==> src/hdl/tvr_pkg.sv <==
// ----------------------------------------------------------------------------
// tvr_pkg: shared types and constants for the three-axis velocity ramp
// Fixed-point formats, per-axis tuning constants, lane control structs and
// the move-toward-zero helper used by every axis lane.
// ----------------------------------------------------------------------------
`default_nettype none

package tvr_pkg;

   // field widths
   localparam int CMD_W     = 16;   // Q2.14 acceleration command
   localparam int TP_W      = 16;   // Q0.16 tick period
   localparam int VEL_W     = 19;   // velocity state, 2^-16 block/s
   localparam int VEL_UP_W  = 18;   // up-axis velocity on the result
   localparam int MAG_W     = 15;   // |command|, at most 1.0
   localparam int STEP_W    = 20;   // rounded acceleration step
   localparam int WIDE_W    = 23;   // working width for the velocity update
   localparam int PROD_W    = MAG_W + TP_W;
   localparam int SCALED_W  = 35;

   // fixed-point constants
   localparam int ACC_FRAC  = 14;
   localparam int VEL_FRAC  = 16;
   localparam logic signed [CMD_W-1:0] CMD_ONE = 16'sd16384;
   localparam logic [TP_W-1:0] TICK_RESET = 16'd3277;

   // item codes
   localparam logic CMD_TICK = 1'b0;
   localparam logic CMD_LOAD = 1'b1;

   // per-axis tuning
   typedef struct packed {
      logic [3:0] accel_k;
      logic [4:0] drag_k;
      logic [4:0] brake_k;
      logic [1:0] max_speed;
   } axis_type;

   localparam axis_type FWD_AXIS   = '{accel_k: 4'd8,  drag_k: 5'd5, brake_k: 5'd16,
                                       max_speed: 2'd3};
   localparam axis_type RIGHT_AXIS = '{accel_k: 4'd5,  drag_k: 5'd5, brake_k: 5'd10,
                                       max_speed: 2'd2};
   localparam axis_type UP_AXIS    = '{accel_k: 4'd10, drag_k: 5'd5, brake_k: 5'd20,
                                       max_speed: 2'd1};

   // control into each lane
   typedef struct packed {
      logic load;     // accepted load item
      logic tick;     // accepted tick item
      logic csr_we;   // tick period write
   } lane_ctl_type;

   // what a lane hands to the merge stage
   typedef struct packed {
      logic signed [VEL_W-1:0] vel;       // velocity after the item
      logic                    rejected;  // command out of range
   } lane_out_type;

   // move v toward zero by s without crossing zero
   function automatic logic signed [WIDE_W-1:0] toward_zero(
      input logic signed [WIDE_W-1:0] v,
      input logic signed [WIDE_W-1:0] s
   );
      logic signed [WIDE_W-1:0] dn;
      logic signed [WIDE_W-1:0] up;
      logic signed [WIDE_W-1:0] res;
      dn  = v - s;
      up  = v + s;
      res = '0;
      if (v > 0) begin
         res = (dn > 0) ? dn : '0;
      end else if (v < 0) begin
         res = (up < 0) ? up : '0;
      end
      return res;
   endfunction

endpackage

`default_nettype wire

==> src/hdl/tvr_if.sv <==
// ----------------------------------------------------------------------------
// tvr channels: valid/ready interfaces for the velocity ramp
// Request items, result items and the tick period write channel.
// ----------------------------------------------------------------------------
`default_nettype none

interface tvr_req_if;
   import tvr_pkg::*;
   logic                    valid;
   logic                    ready;
   logic                    cmd;
   logic signed [CMD_W-1:0] new_accel_fwd;
   logic signed [CMD_W-1:0] new_accel_right;
   logic signed [CMD_W-1:0] new_accel_up;

   modport source (output valid, cmd, new_accel_fwd, new_accel_right, new_accel_up,
                   input ready);
   modport sink   (input valid, cmd, new_accel_fwd, new_accel_right, new_accel_up,
                   output ready);
endinterface

interface tvr_rsp_if;
   import tvr_pkg::*;
   logic                       valid;
   logic                       ready;
   logic signed [VEL_W-1:0]    out_vel_fwd;
   logic signed [VEL_W-1:0]    out_vel_right;
   logic signed [VEL_UP_W-1:0] out_vel_up;
   logic                       moving;
   logic [2:0]                 rejected_mask;

   modport source (output valid, out_vel_fwd, out_vel_right, out_vel_up, moving,
                   rejected_mask, input ready);
   modport sink   (input valid, out_vel_fwd, out_vel_right, out_vel_up, moving,
                   rejected_mask, output ready);
endinterface

interface tvr_csr_if;
   import tvr_pkg::*;
   logic            valid;
   logic            ready;
   logic [TP_W-1:0] data;

   modport source (output valid, data, input ready);
   modport sink   (input valid, data, output ready);
endinterface

`default_nettype wire

==> src/hdl/three_axis_velocity_ramp_top.sv <==
// ----------------------------------------------------------------------------
// three_axis_velocity_ramp_top: three-axis velocity ramp with drag and brake
// Forward, right and up axes run as parallel lanes; a merge stage forms the
// result item.
// ----------------------------------------------------------------------------
// Usage
//  req_ch: one item per handshake. cmd = load replaces the three Q2.14
//    commands (out-of-range ones are dropped and flagged); cmd = tick
//    advances every axis one tick period.
//  rsp_ch: one result item per request item, in order: the velocities after
//    the item, moving, and the rejected-command mask (zero on ticks).
//  csr_ch: writes tick_period (Q0.16 seconds); always ready. Write only while
//    no item is in flight.
//  Result: the result item is registered and valid in the cycle after the request is accepted.
//  Throughput: one item per cycle while results are taken. Each lane
//    forms its next velocity combinationally from registered state; the
//    acceleration step is kept in a per-lane register alongside the command.
//  Stall: while the result register holds an item the receiver has not
//    taken, req_ch.ready is low; nothing is dropped.
//  Reset: tick_period returns to 3277, commands and velocities to zero, and
//    the result register empties.
// ----------------------------------------------------------------------------
`default_nettype none

module three_axis_velocity_ramp_top (
   input  logic      clock,
   input  logic      reset,
   tvr_req_if.sink   req_ch,
   tvr_rsp_if.source rsp_ch,
   tvr_csr_if.sink   csr_ch
);
   import tvr_pkg::*;

   logic [TP_W-1:0] tick_period_ff, tick_period_in;
   logic            room;
   logic            accept;
   lane_ctl_type    ctl;
   lane_out_type    fwd_out, right_out, up_out;

   // handshakes
   assign req_ch.ready = room;
   assign accept       = req_ch.valid && room;
   assign csr_ch.ready = 1'b1;

   assign ctl.load   = accept && (req_ch.cmd == CMD_LOAD);
   assign ctl.tick   = accept && (req_ch.cmd == CMD_TICK);
   assign ctl.csr_we = csr_ch.valid;

   // tick period register
   assign tick_period_in = csr_ch.valid ? csr_ch.data : tick_period_ff;

   always_ff @(posedge clock) begin
      if (reset) begin
         tick_period_ff <= TICK_RESET;
      end else begin
         tick_period_ff <= tick_period_in;
      end
   end

   // axis lanes
   tvr_lane #(.AXIS(FWD_AXIS)) u_lane_fwd (
      .clock       (clock),
      .reset       (reset),
      .ctl         (ctl),
      .tick_period (tick_period_ff),
      .csr_data    (csr_ch.data),
      .new_accel   (req_ch.new_accel_fwd),
      .result      (fwd_out)
   );

   tvr_lane #(.AXIS(RIGHT_AXIS)) u_lane_right (
      .clock       (clock),
      .reset       (reset),
      .ctl         (ctl),
      .tick_period (tick_period_ff),
      .csr_data    (csr_ch.data),
      .new_accel   (req_ch.new_accel_right),
      .result      (right_out)
   );

   tvr_lane #(.AXIS(UP_AXIS)) u_lane_up (
      .clock       (clock),
      .reset       (reset),
      .ctl         (ctl),
      .tick_period (tick_period_ff),
      .csr_data    (csr_ch.data),
      .new_accel   (req_ch.new_accel_up),
      .result      (up_out)
   );

   // merge and output register
   tvr_merge u_merge (
      .clock  (clock),
      .reset  (reset),
      .accept (accept),
      .fwd    (fwd_out),
      .right  (right_out),
      .up     (up_out),
      .room   (room),
      .rsp_ch (rsp_ch)
   );

endmodule

`default_nettype wire

==> src/hdl/tvr_lane.sv <==
// ----------------------------------------------------------------------------
// tvr_lane: one axis of the velocity ramp
// Holds the axis command, velocity and precomputed acceleration step, and
// applies drag, brake or acceleration on each tick item.
// ----------------------------------------------------------------------------
`default_nettype none

module tvr_lane #(
   parameter tvr_pkg::axis_type AXIS = tvr_pkg::FWD_AXIS
) (
   input  logic                                 clock,
   input  logic                                 reset,
   input  tvr_pkg::lane_ctl_type                ctl,
   input  logic [tvr_pkg::TP_W-1:0]             tick_period,
   input  logic [tvr_pkg::TP_W-1:0]             csr_data,
   input  logic signed [tvr_pkg::CMD_W-1:0]     new_accel,
   output tvr_pkg::lane_out_type                result
);
   import tvr_pkg::*;

   localparam logic signed [WIDE_W-1:0] VEL_LIM = WIDE_W'(AXIS.max_speed) << VEL_FRAC;

   logic signed [CMD_W-1:0]  accel_ff, accel_in;
   logic signed [VEL_W-1:0]  vel_ff, vel_in;
   logic [STEP_W-1:0]        step_ff, step_in;

   logic                     in_range;
   logic signed [CMD_W-1:0]  neg_new, neg_cur;
   logic [MAG_W-1:0]         mag_new, mag_cur, mul_mag;
   logic [TP_W-1:0]          mul_tp;
   logic [PROD_W-1:0]        prod;
   logic [SCALED_W-1:0]      scaled, rounded;

   logic signed [WIDE_W-1:0] vx, step_s, drag_step, brake_step, vel_sum, vel_tick;
   logic                     clear_cmd;

   // command range check and magnitudes
   assign in_range = (new_accel >= -CMD_ONE) && (new_accel <= CMD_ONE);
   assign neg_new  = -new_accel;
   assign neg_cur  = -accel_ff;
   assign mag_new  = new_accel[CMD_W-1] ? neg_new[MAG_W-1:0] : new_accel[MAG_W-1:0];
   assign mag_cur  = accel_ff[CMD_W-1] ? neg_cur[MAG_W-1:0] : accel_ff[MAG_W-1:0];

   // step = round(|cmd| * k * tick_period) in velocity units, kept in step with
   // the command and tick period registers so a tick uses it directly
   assign mul_mag = (ctl.load && in_range) ? mag_new : mag_cur;
   assign mul_tp  = ctl.csr_we ? csr_data : tick_period;
   assign prod    = PROD_W'(mul_mag) * PROD_W'(mul_tp);
   assign scaled  = SCALED_W'(prod) * SCALED_W'(AXIS.accel_k);
   assign rounded = scaled + (SCALED_W'(1) << (ACC_FRAC - 1));
   assign step_in = STEP_W'(rounded >> ACC_FRAC);

   // drag and brake steps are exact
   assign vx         = WIDE_W'(vel_ff);
   assign step_s     = WIDE_W'(step_ff);
   assign drag_step  = WIDE_W'(tick_period) * WIDE_W'(AXIS.drag_k);
   assign brake_step = WIDE_W'(tick_period) * WIDE_W'(AXIS.brake_k);
   assign vel_sum    = accel_ff[CMD_W-1] ? (vx - step_s) : (vx + step_s);

   // tick update: drag, brake or accelerate with clamp
   always_comb begin
      vel_tick  = vx;
      clear_cmd = 1'b0;
      if (accel_ff == '0) begin
         vel_tick = toward_zero(vx, drag_step);
      end else if ((vel_ff != '0) && ((vel_ff > 0) != (accel_ff > 0))) begin
         vel_tick  = toward_zero(vx, brake_step);
         clear_cmd = (vel_tick == '0);
      end else if (vel_sum > VEL_LIM) begin
         vel_tick = VEL_LIM;
      end else if (vel_sum < -VEL_LIM) begin
         vel_tick = -VEL_LIM;
      end else begin
         vel_tick = vel_sum;
      end
   end

   // next state
   always_comb begin
      accel_in = accel_ff;
      vel_in   = vel_ff;
      if (ctl.load && in_range) begin
         accel_in = new_accel;
      end else if (ctl.tick) begin
         vel_in = VEL_W'(vel_tick);
         if (clear_cmd) begin
            accel_in = '0;
         end
      end
   end

   always_ff @(posedge clock) begin
      if (reset) begin
         accel_ff <= '0;
         vel_ff   <= '0;
      end else begin
         accel_ff <= accel_in;
         vel_ff   <= vel_in;
      end
   end

   // step only matters while the command is nonzero
   always_ff @(posedge clock) begin
      step_ff <= step_in;
   end

   assign result.vel      = vel_in;
   assign result.rejected = ctl.load && !in_range;

   // drag never carries the velocity across zero
   a_drag_no_cross: assert property (@(posedge clock) disable iff (reset)
      (ctl.tick && accel_ff == '0) |=>
      ((vel_ff == '0) || (($past(vel_ff) > 0) == (vel_ff > 0))))
      else $error("drag crossed zero");

   // a rejected command leaves the stored command alone
   a_reject_keeps: assert property (@(posedge clock) disable iff (reset)
      (ctl.load && !in_range) |=> $stable(accel_ff))
      else $error("rejected command changed state");

   // velocity stays inside the axis speed limit
   a_vel_limit: assert property (@(posedge clock) disable iff (reset)
      (vx <= VEL_LIM) && (vx >= -VEL_LIM))
      else $error("velocity beyond axis limit");

endmodule

`default_nettype wire

==> src/hdl/tvr_merge.sv <==
// ----------------------------------------------------------------------------
// tvr_merge: combines the three lanes into one result item
// Builds moving and rejected_mask and holds the result in an output register
// that frees itself when the receiver takes the item.
// ----------------------------------------------------------------------------
`default_nettype none

module tvr_merge (
   input  logic                  clock,
   input  logic                  reset,
   input  logic                  accept,
   input  tvr_pkg::lane_out_type fwd,
   input  tvr_pkg::lane_out_type right,
   input  tvr_pkg::lane_out_type up,
   output logic                  room,
   tvr_rsp_if.source             rsp_ch
);
   import tvr_pkg::*;

   logic                       out_valid_ff, out_valid_in;
   logic signed [VEL_W-1:0]    vel_fwd_ff, vel_right_ff;
   logic signed [VEL_UP_W-1:0] vel_up_ff;
   logic                       moving_ff;
   logic [2:0]                 mask_ff;

   // output register is free when empty or being drained
   assign room         = !out_valid_ff || rsp_ch.ready;
   assign out_valid_in = accept || (out_valid_ff && !rsp_ch.ready);

   always_ff @(posedge clock) begin
      if (reset) begin
         out_valid_ff <= 1'b0;
      end else begin
         out_valid_ff <= out_valid_in;
      end
   end

   // capture the merged item
   always_ff @(posedge clock) begin
      if (accept) begin
         vel_fwd_ff   <= fwd.vel;
         vel_right_ff <= right.vel;
         vel_up_ff    <= up.vel[VEL_UP_W-1:0];
         moving_ff    <= (fwd.vel != '0) || (right.vel != '0) || (up.vel != '0);
         mask_ff      <= {up.rejected, right.rejected, fwd.rejected};
      end
   end

   assign rsp_ch.valid         = out_valid_ff;
   assign rsp_ch.out_vel_fwd   = vel_fwd_ff;
   assign rsp_ch.out_vel_right = vel_right_ff;
   assign rsp_ch.out_vel_up    = vel_up_ff;
   assign rsp_ch.moving        = moving_ff;
   assign rsp_ch.rejected_mask = mask_ff;

   // output register is empty right after reset
   a_reset_empty: assert property (@(posedge clock)
      reset |=> !out_valid_ff)
      else $error("result valid after reset");

   // an accepted item always lands in the output register
   a_accept_lands: assert property (@(posedge clock) disable iff (reset)
      accept |=> out_valid_ff)
      else $error("accepted item lost");

   // moving agrees with the held forward and right velocities
   a_moving: assert property (@(posedge clock) disable iff (reset)
      (out_valid_ff && (vel_fwd_ff != '0 || vel_right_ff != '0)) |-> moving_ff)
      else $error("moving flag inconsistent");

endmodule

`default_nettype wire
==> src/flat_wrapper.sv <==
// flat-port wrapper written by rule: the top's interface ports become plain ports
module three_axis_velocity_ramp_top_flat import tvr_pkg::*;
  (clock, reset, req_ch_valid, req_ch_cmd, req_ch_new_accel_fwd, req_ch_new_accel_right, req_ch_new_accel_up, req_ch_ready, rsp_ch_valid, rsp_ch_out_vel_fwd, rsp_ch_out_vel_right, rsp_ch_out_vel_up, rsp_ch_moving, rsp_ch_rejected_mask, rsp_ch_ready, csr_ch_valid, csr_ch_data, csr_ch_ready);
  tvr_req_if req_ch_i ();
  tvr_rsp_if rsp_ch_i ();
  tvr_csr_if csr_ch_i ();
  input  logic clock;
  input  logic reset;
  input wire logic [$bits(req_ch_i.valid)-1:0] req_ch_valid;
  input wire logic [$bits(req_ch_i.cmd)-1:0] req_ch_cmd;
  input wire logic [$bits(req_ch_i.new_accel_fwd)-1:0] req_ch_new_accel_fwd;
  input wire logic [$bits(req_ch_i.new_accel_right)-1:0] req_ch_new_accel_right;
  input wire logic [$bits(req_ch_i.new_accel_up)-1:0] req_ch_new_accel_up;
  output wire logic [$bits(req_ch_i.ready)-1:0] req_ch_ready;
  output wire logic [$bits(rsp_ch_i.valid)-1:0] rsp_ch_valid;
  output wire logic [$bits(rsp_ch_i.out_vel_fwd)-1:0] rsp_ch_out_vel_fwd;
  output wire logic [$bits(rsp_ch_i.out_vel_right)-1:0] rsp_ch_out_vel_right;
  output wire logic [$bits(rsp_ch_i.out_vel_up)-1:0] rsp_ch_out_vel_up;
  output wire logic [$bits(rsp_ch_i.moving)-1:0] rsp_ch_moving;
  output wire logic [$bits(rsp_ch_i.rejected_mask)-1:0] rsp_ch_rejected_mask;
  input wire logic [$bits(rsp_ch_i.ready)-1:0] rsp_ch_ready;
  input wire logic [$bits(csr_ch_i.valid)-1:0] csr_ch_valid;
  input wire logic [$bits(csr_ch_i.data)-1:0] csr_ch_data;
  output wire logic [$bits(csr_ch_i.ready)-1:0] csr_ch_ready;
  assign req_ch_i.valid = req_ch_valid;
  assign req_ch_i.cmd = req_ch_cmd;
  assign req_ch_i.new_accel_fwd = req_ch_new_accel_fwd;
  assign req_ch_i.new_accel_right = req_ch_new_accel_right;
  assign req_ch_i.new_accel_up = req_ch_new_accel_up;
  assign req_ch_ready = req_ch_i.ready;
  assign rsp_ch_valid = rsp_ch_i.valid;
  assign rsp_ch_out_vel_fwd = rsp_ch_i.out_vel_fwd;
  assign rsp_ch_out_vel_right = rsp_ch_i.out_vel_right;
  assign rsp_ch_out_vel_up = rsp_ch_i.out_vel_up;
  assign rsp_ch_moving = rsp_ch_i.moving;
  assign rsp_ch_rejected_mask = rsp_ch_i.rejected_mask;
  assign rsp_ch_i.ready = rsp_ch_ready;
  assign csr_ch_i.valid = csr_ch_valid;
  assign csr_ch_i.data = csr_ch_data;
  assign csr_ch_ready = csr_ch_i.ready;
  three_axis_velocity_ramp_top u_core (.clock(clock), .reset(reset), .req_ch(req_ch_i), .rsp_ch(rsp_ch_i), .csr_ch(csr_ch_i));
endmodule
==> config.mk <==
export PLATFORM = sky130hd
export DESIGN_NAME = three_axis_velocity_ramp_top_flat
export DESIGN_NICKNAME = d
export VERILOG_FILES = /design/src/hdl/tvr_pkg.sv /design/src/hdl/tvr_if.sv /design/src/hdl/three_axis_velocity_ramp_top.sv /design/src/hdl/tvr_lane.sv /design/src/hdl/tvr_merge.sv /design/src/flat_wrapper.sv
export SDC_FILE = /design/constraint.sdc
export NUM_CORES = 2
export LEC_CHECK = 0
export BUFFER_PORTS_ARGS = -buffer_cell sky130_fd_sc_hd__buf_2
export CAP_MARGIN = 20
export CORE_MARGIN = 10
export CORE_UTILIZATION = 60
export DETAILED_ROUTE_END_ITERATION = 8
export PLACE_DENSITY = 0.77
export SYNTH_ARGS = -nofsm -noshare
export SYNTH_HDL_FRONTEND = slang
export SYNTH_HIERARCHICAL = 1
export SYNTH_SLANG_ARGS = --single-unit
==> constraint.sdc <==
create_clock -name clock -period 13.7 [get_ports clock]
set_clock_uncertainty 0.15 [all_clocks]
set_input_delay 2.74 -clock clock [delete_from_list [all_inputs] [get_ports clock]]
set_output_delay 2.74 -clock clock [all_outputs]
set_load 0.02 [all_outputs]
==> qor.csv <==
stage,metric,value,unit
floorplan,core,101900,um^2
yosys,yosys.cell_types.count,128,
yosys,synthAdderAreaFrac,34.19,%
yosys,avgSynthCellArea,7.911,um^2
floorplan,start_util,60.51,%
timing,hold_slack,0.3738,ns
pwr,p_per_area,213.2,nW/um^2
clocking,clock_sinks,242,
setup_path,start_kind,input pin,
yosys,synth_xor_area_share,6.507,%
clocking,clkTransAtPathRegs,0.05,ns
hold_path,hp-class,reg2reg,
grt,grt_max_degree,63,
setup_path,crit_path_end_kind,register,
pwr,ir_worst_vdd,0.9254,mV
yosys,synth_seq_area_share,8.832,%
layout,postLayoutCoreUtil,63.97,%
setup_path,worst-setup-path-type,in2reg,
place,dp_hpwl,176.9,mm
yosys,synth-seq-cells,242,
yosys,synth-edff-count,60,
yosys,muxShareOfSynthArea,2.403,%
floorplan,die_h,340.5,um
yosys,synth.top_cells.by_area,"fa_1, ha_1, dfxtp_1",
timing,min_period,12.87,ns
routing,drt-vias-per-instance,6.528,
timing,tightestPinTransition,1.267,ns
yosys,yosysTopAreaCell,fa_1,
timing,hold_viol,0,
floorplan,rows,117,
clocking,clockBufferDepth,3,
setup_path,cpMaxStageDelayCell,fa_1,
yosys,synth_top_area_share,18.12,%
timing,max_slew_margin,14.41,%
routing,ant_nets,0,
grt,grt_antenna_before_repair,11,
yosys,yosysMostFrequentCell,inv_1,
status,status,finished clean,
layout,finalNonFillerCells,9223,
timing,period_share,93.95,%
yosys,netlist_top_cells_count,"inv_1, ha_1, nor2_1",
yosys,synthesis.instances,7793,
grt,grt_overflow_total,0,
place,place_area,63910,um^2
clocking,numCtsBuffers,35,
pwr,power.leakage,30.67,nW
setup_path,crit_top_cell,fa_1,
timing,slew_viol_final,0,
job,maxCapViolCount,0,
routing,finalWirelength,217.4,mm
routing,avgRoutedWirePerCell,23.57,um
layout,area_growth_syn_to_layout,5.723,%
setup_path,crit_path_max_incr_delay,0.59,ns
setup_path,crit_path_max_fanout,7,
place,numPortBuffers,131,
clocking,cts_hold_buf,0,
place,gp_congestion,1.023,
clocking,root_buffer,clkbuf_16,
routing,drc_errors,0,
yosys,synth_compound_area_share,20.44,%
yosys,synth_ff_type,dfxtp_1,
floorplan,die_area,116000,um^2
timing,fin_tns_setup,0,ns
routing,via_count,60211,
routing,first_iter_violations,6730,
yosys,yosys.area_share.simple,20.52,%
yosys,ys_warn_count,6,
routing,dr.pass1.iters,8,
yosys,synth_nets,9213,
grt,grt_usage,36.03,%
yosys,synth_area,61650,um^2
floorplan,die_w,340.5,um
floorplan,io_pins,133,
setup_path,worst_ep_required_time,14.02,ns
timing,rsz0062_at_grt,no,
clocking,clock_latency,0.63,ns
yosys,async_reset_ff_share,0,%
layout,fillerInstances,9079,
clocking,htreeDepth,2,
place,post-place-cells,9150,
layout,fin_area,65180,um^2
layout,nNetsFinal,9243,
clocking,cts_tree,built,
setup_path,arrival,13.19,ns
yosys,synth_top_family_by_area,adder cells,
timing,finalSetupViolCount,0,
grt,grt_pass1_vias,57196,
timing,max_freq,77.69,MHz
layout,drive_above_1_share,6.484,%
grt,grt_pass1_wl,333.0,mm
worst max-delay path: cells and delay by family:
family                   cells  cell delay [ns]
multiplexers                 1             0.23
XOR/XNOR                     4             0.81
adder cells (fa/ha/maj)      8             3.69
AO/OA/AOI/OAI               13             2.67
buffers and inverters        5             0.48
AND/OR/NAND/NOR             11             2.55
report_power, final:
| part | internal [mW] | switching, mW | total, mW |
|---|---|---|---|
| logic | 4.36 | 7.35 | 11.7 |
| registers | 0.960 | 0.217 | 1.18 |
| clock network | 0.585 | 0.416 | 1.00 |
| total | 5.91 | 7.99 | 13.9 |
final cells by class:
| cell class | count | area (um^2) | share of cell area, % |
|---|---|---|---|
| multi-input cells | 6412 | 51860 | 79.57 |
| flip-flops and latches | 242 | 5446 | 8.356 |
| inverters | 865 | 3247 | 4.981 |
| well taps | 1368 | 1712 | 2.626 |
| repair buffers | 267 | 1695 | 2.601 |
| clock buffers | 41 | 929.6 | 1.426 |
| clock inverters | 23 | 272.8 | 0.4185 |
| diodes | 5 | 12.51 | 0.01920 |
cell usage in the layout (no fill, tap or decap), types with 42 or more instances in the layout:
cell	Yosys	layout
nor2_1	785	783
nand4_1	68	68
o21ai_1	41	43
a31oi_1	67	67
o31ai_1	71	71
or3_1	56	56
inv_1	860	860
or2_2	42	42
and2_1	71	70
nor3_1	195	195
o21ai_0	317	315
buf_4	3	135
nand2_1	711	711
and3_1	47	45
xor2_1	141	141
nand3_1	111	111
nor2b_1	137	137
xnor2_1	317	317
fa_1	558	558
a21o_1	121	121
ha_1	792	792
nor4_1	88	87
a21oi_1	465	465
a211oi_1	81	81
o21a_1	104	104
o211ai_1	53	53
mux2i_1	87	87
dfxtp_1	182	181
nand2b_1	124	124
o21bai_1	55	55
edfxtp_1	60	60
buf_2	28	130
cells by family (layout without fill, tap and decap cells):
group | after synthesis | count (layout)
AND/OR/NAND/NOR | 2606 | 2606
AO/OA/AOI/OAI | 1857 | 1857
adder cells (fa/ha/maj) | 1350 | 1350
buffers and inverters | 1139 | 1196
XOR/XNOR | 458 | 458
flip-flops | 242 | 242
multiplexers | 140 | 140
other | 1 | 6
path summary, 6_finish.rpt:
path | from | to | slack [ns] | cells after the start
max | req_ch_new_accel_up[4] | u_core/u_lane_up/step_ff[19]$_DFF_P_ | 0.83 | 42
min | u_core/u_lane_fwd/accel_ff[12]$_SDFFE_PP0P_ | u_core/u_lane_fwd/accel_ff[12]$_SDFFE_PP0P_ | 0.37 | 1
max reg2reg | u_core/u_lane_up/accel_ff[0]$_SDFFE_PP0P_ | u_core/u_lane_up/step_ff[19]$_DFF_P_ | 2.55 | 40
min reg2reg | u_core/u_lane_fwd/accel_ff[12]$_SDFFE_PP0P_ | u_core/u_lane_fwd/accel_ff[12]$_SDFFE_PP0P_ | 0.37 | 1
state kept, by name, indices dropped and copies added (netlist names), 3 cells and up:
name,count
u_core/tick_period_ff,16
u_core/u_lane_fwd/accel_ff,16
u_core/u_lane_fwd/step_ff,20
u_core/u_lane_fwd/vel_ff,19
u_core/u_lane_right/accel_ff,16
u_core/u_lane_right/step_ff,20
u_core/u_lane_right/vel_ff,19
u_core/u_lane_up/accel_ff,16
u_core/u_lane_up/step_ff,20
u_core/u_lane_up/vel_ff,19
u_core/u_merge/rsp_ch.out_vel_fwd,19
u_core/u_merge/rsp_ch.out_vel_right,19
u_core/u_merge/rsp_ch.out_vel_up,18
u_core/u_merge/rsp_ch.rejected_mask,3
repair_timing:
| action | 4_1_cts | 5_1_grt |
|---|---|---|
| gates resized for setup | 0 | 6 |
| setup buffers | 0 | 0 |
| endpoints found under the setup margin | 0 | 8 |
through the flow:
stage	setup WS, ns	total power [mW]
4_1_cts	0.5849	13.65
6_report	0.8284	13.89
2_1_floorplan	0.8928	9.523
5_1_grt	0.03419	15.11
3_5_place_dp	0.04241	12.56
3_3_place_gp	0.2555	12.36
routing by layer:
metal	up-vias	track usage, %	wire length [um]
met2	3204	53.99	92020
met3	561	8.354	24540
met4	12	14.75	10180
li1	27290	-	-
met5	-	0	75
met1	29144	49.60	90540
Note: power is estimated with default switching activity, not from simulation.
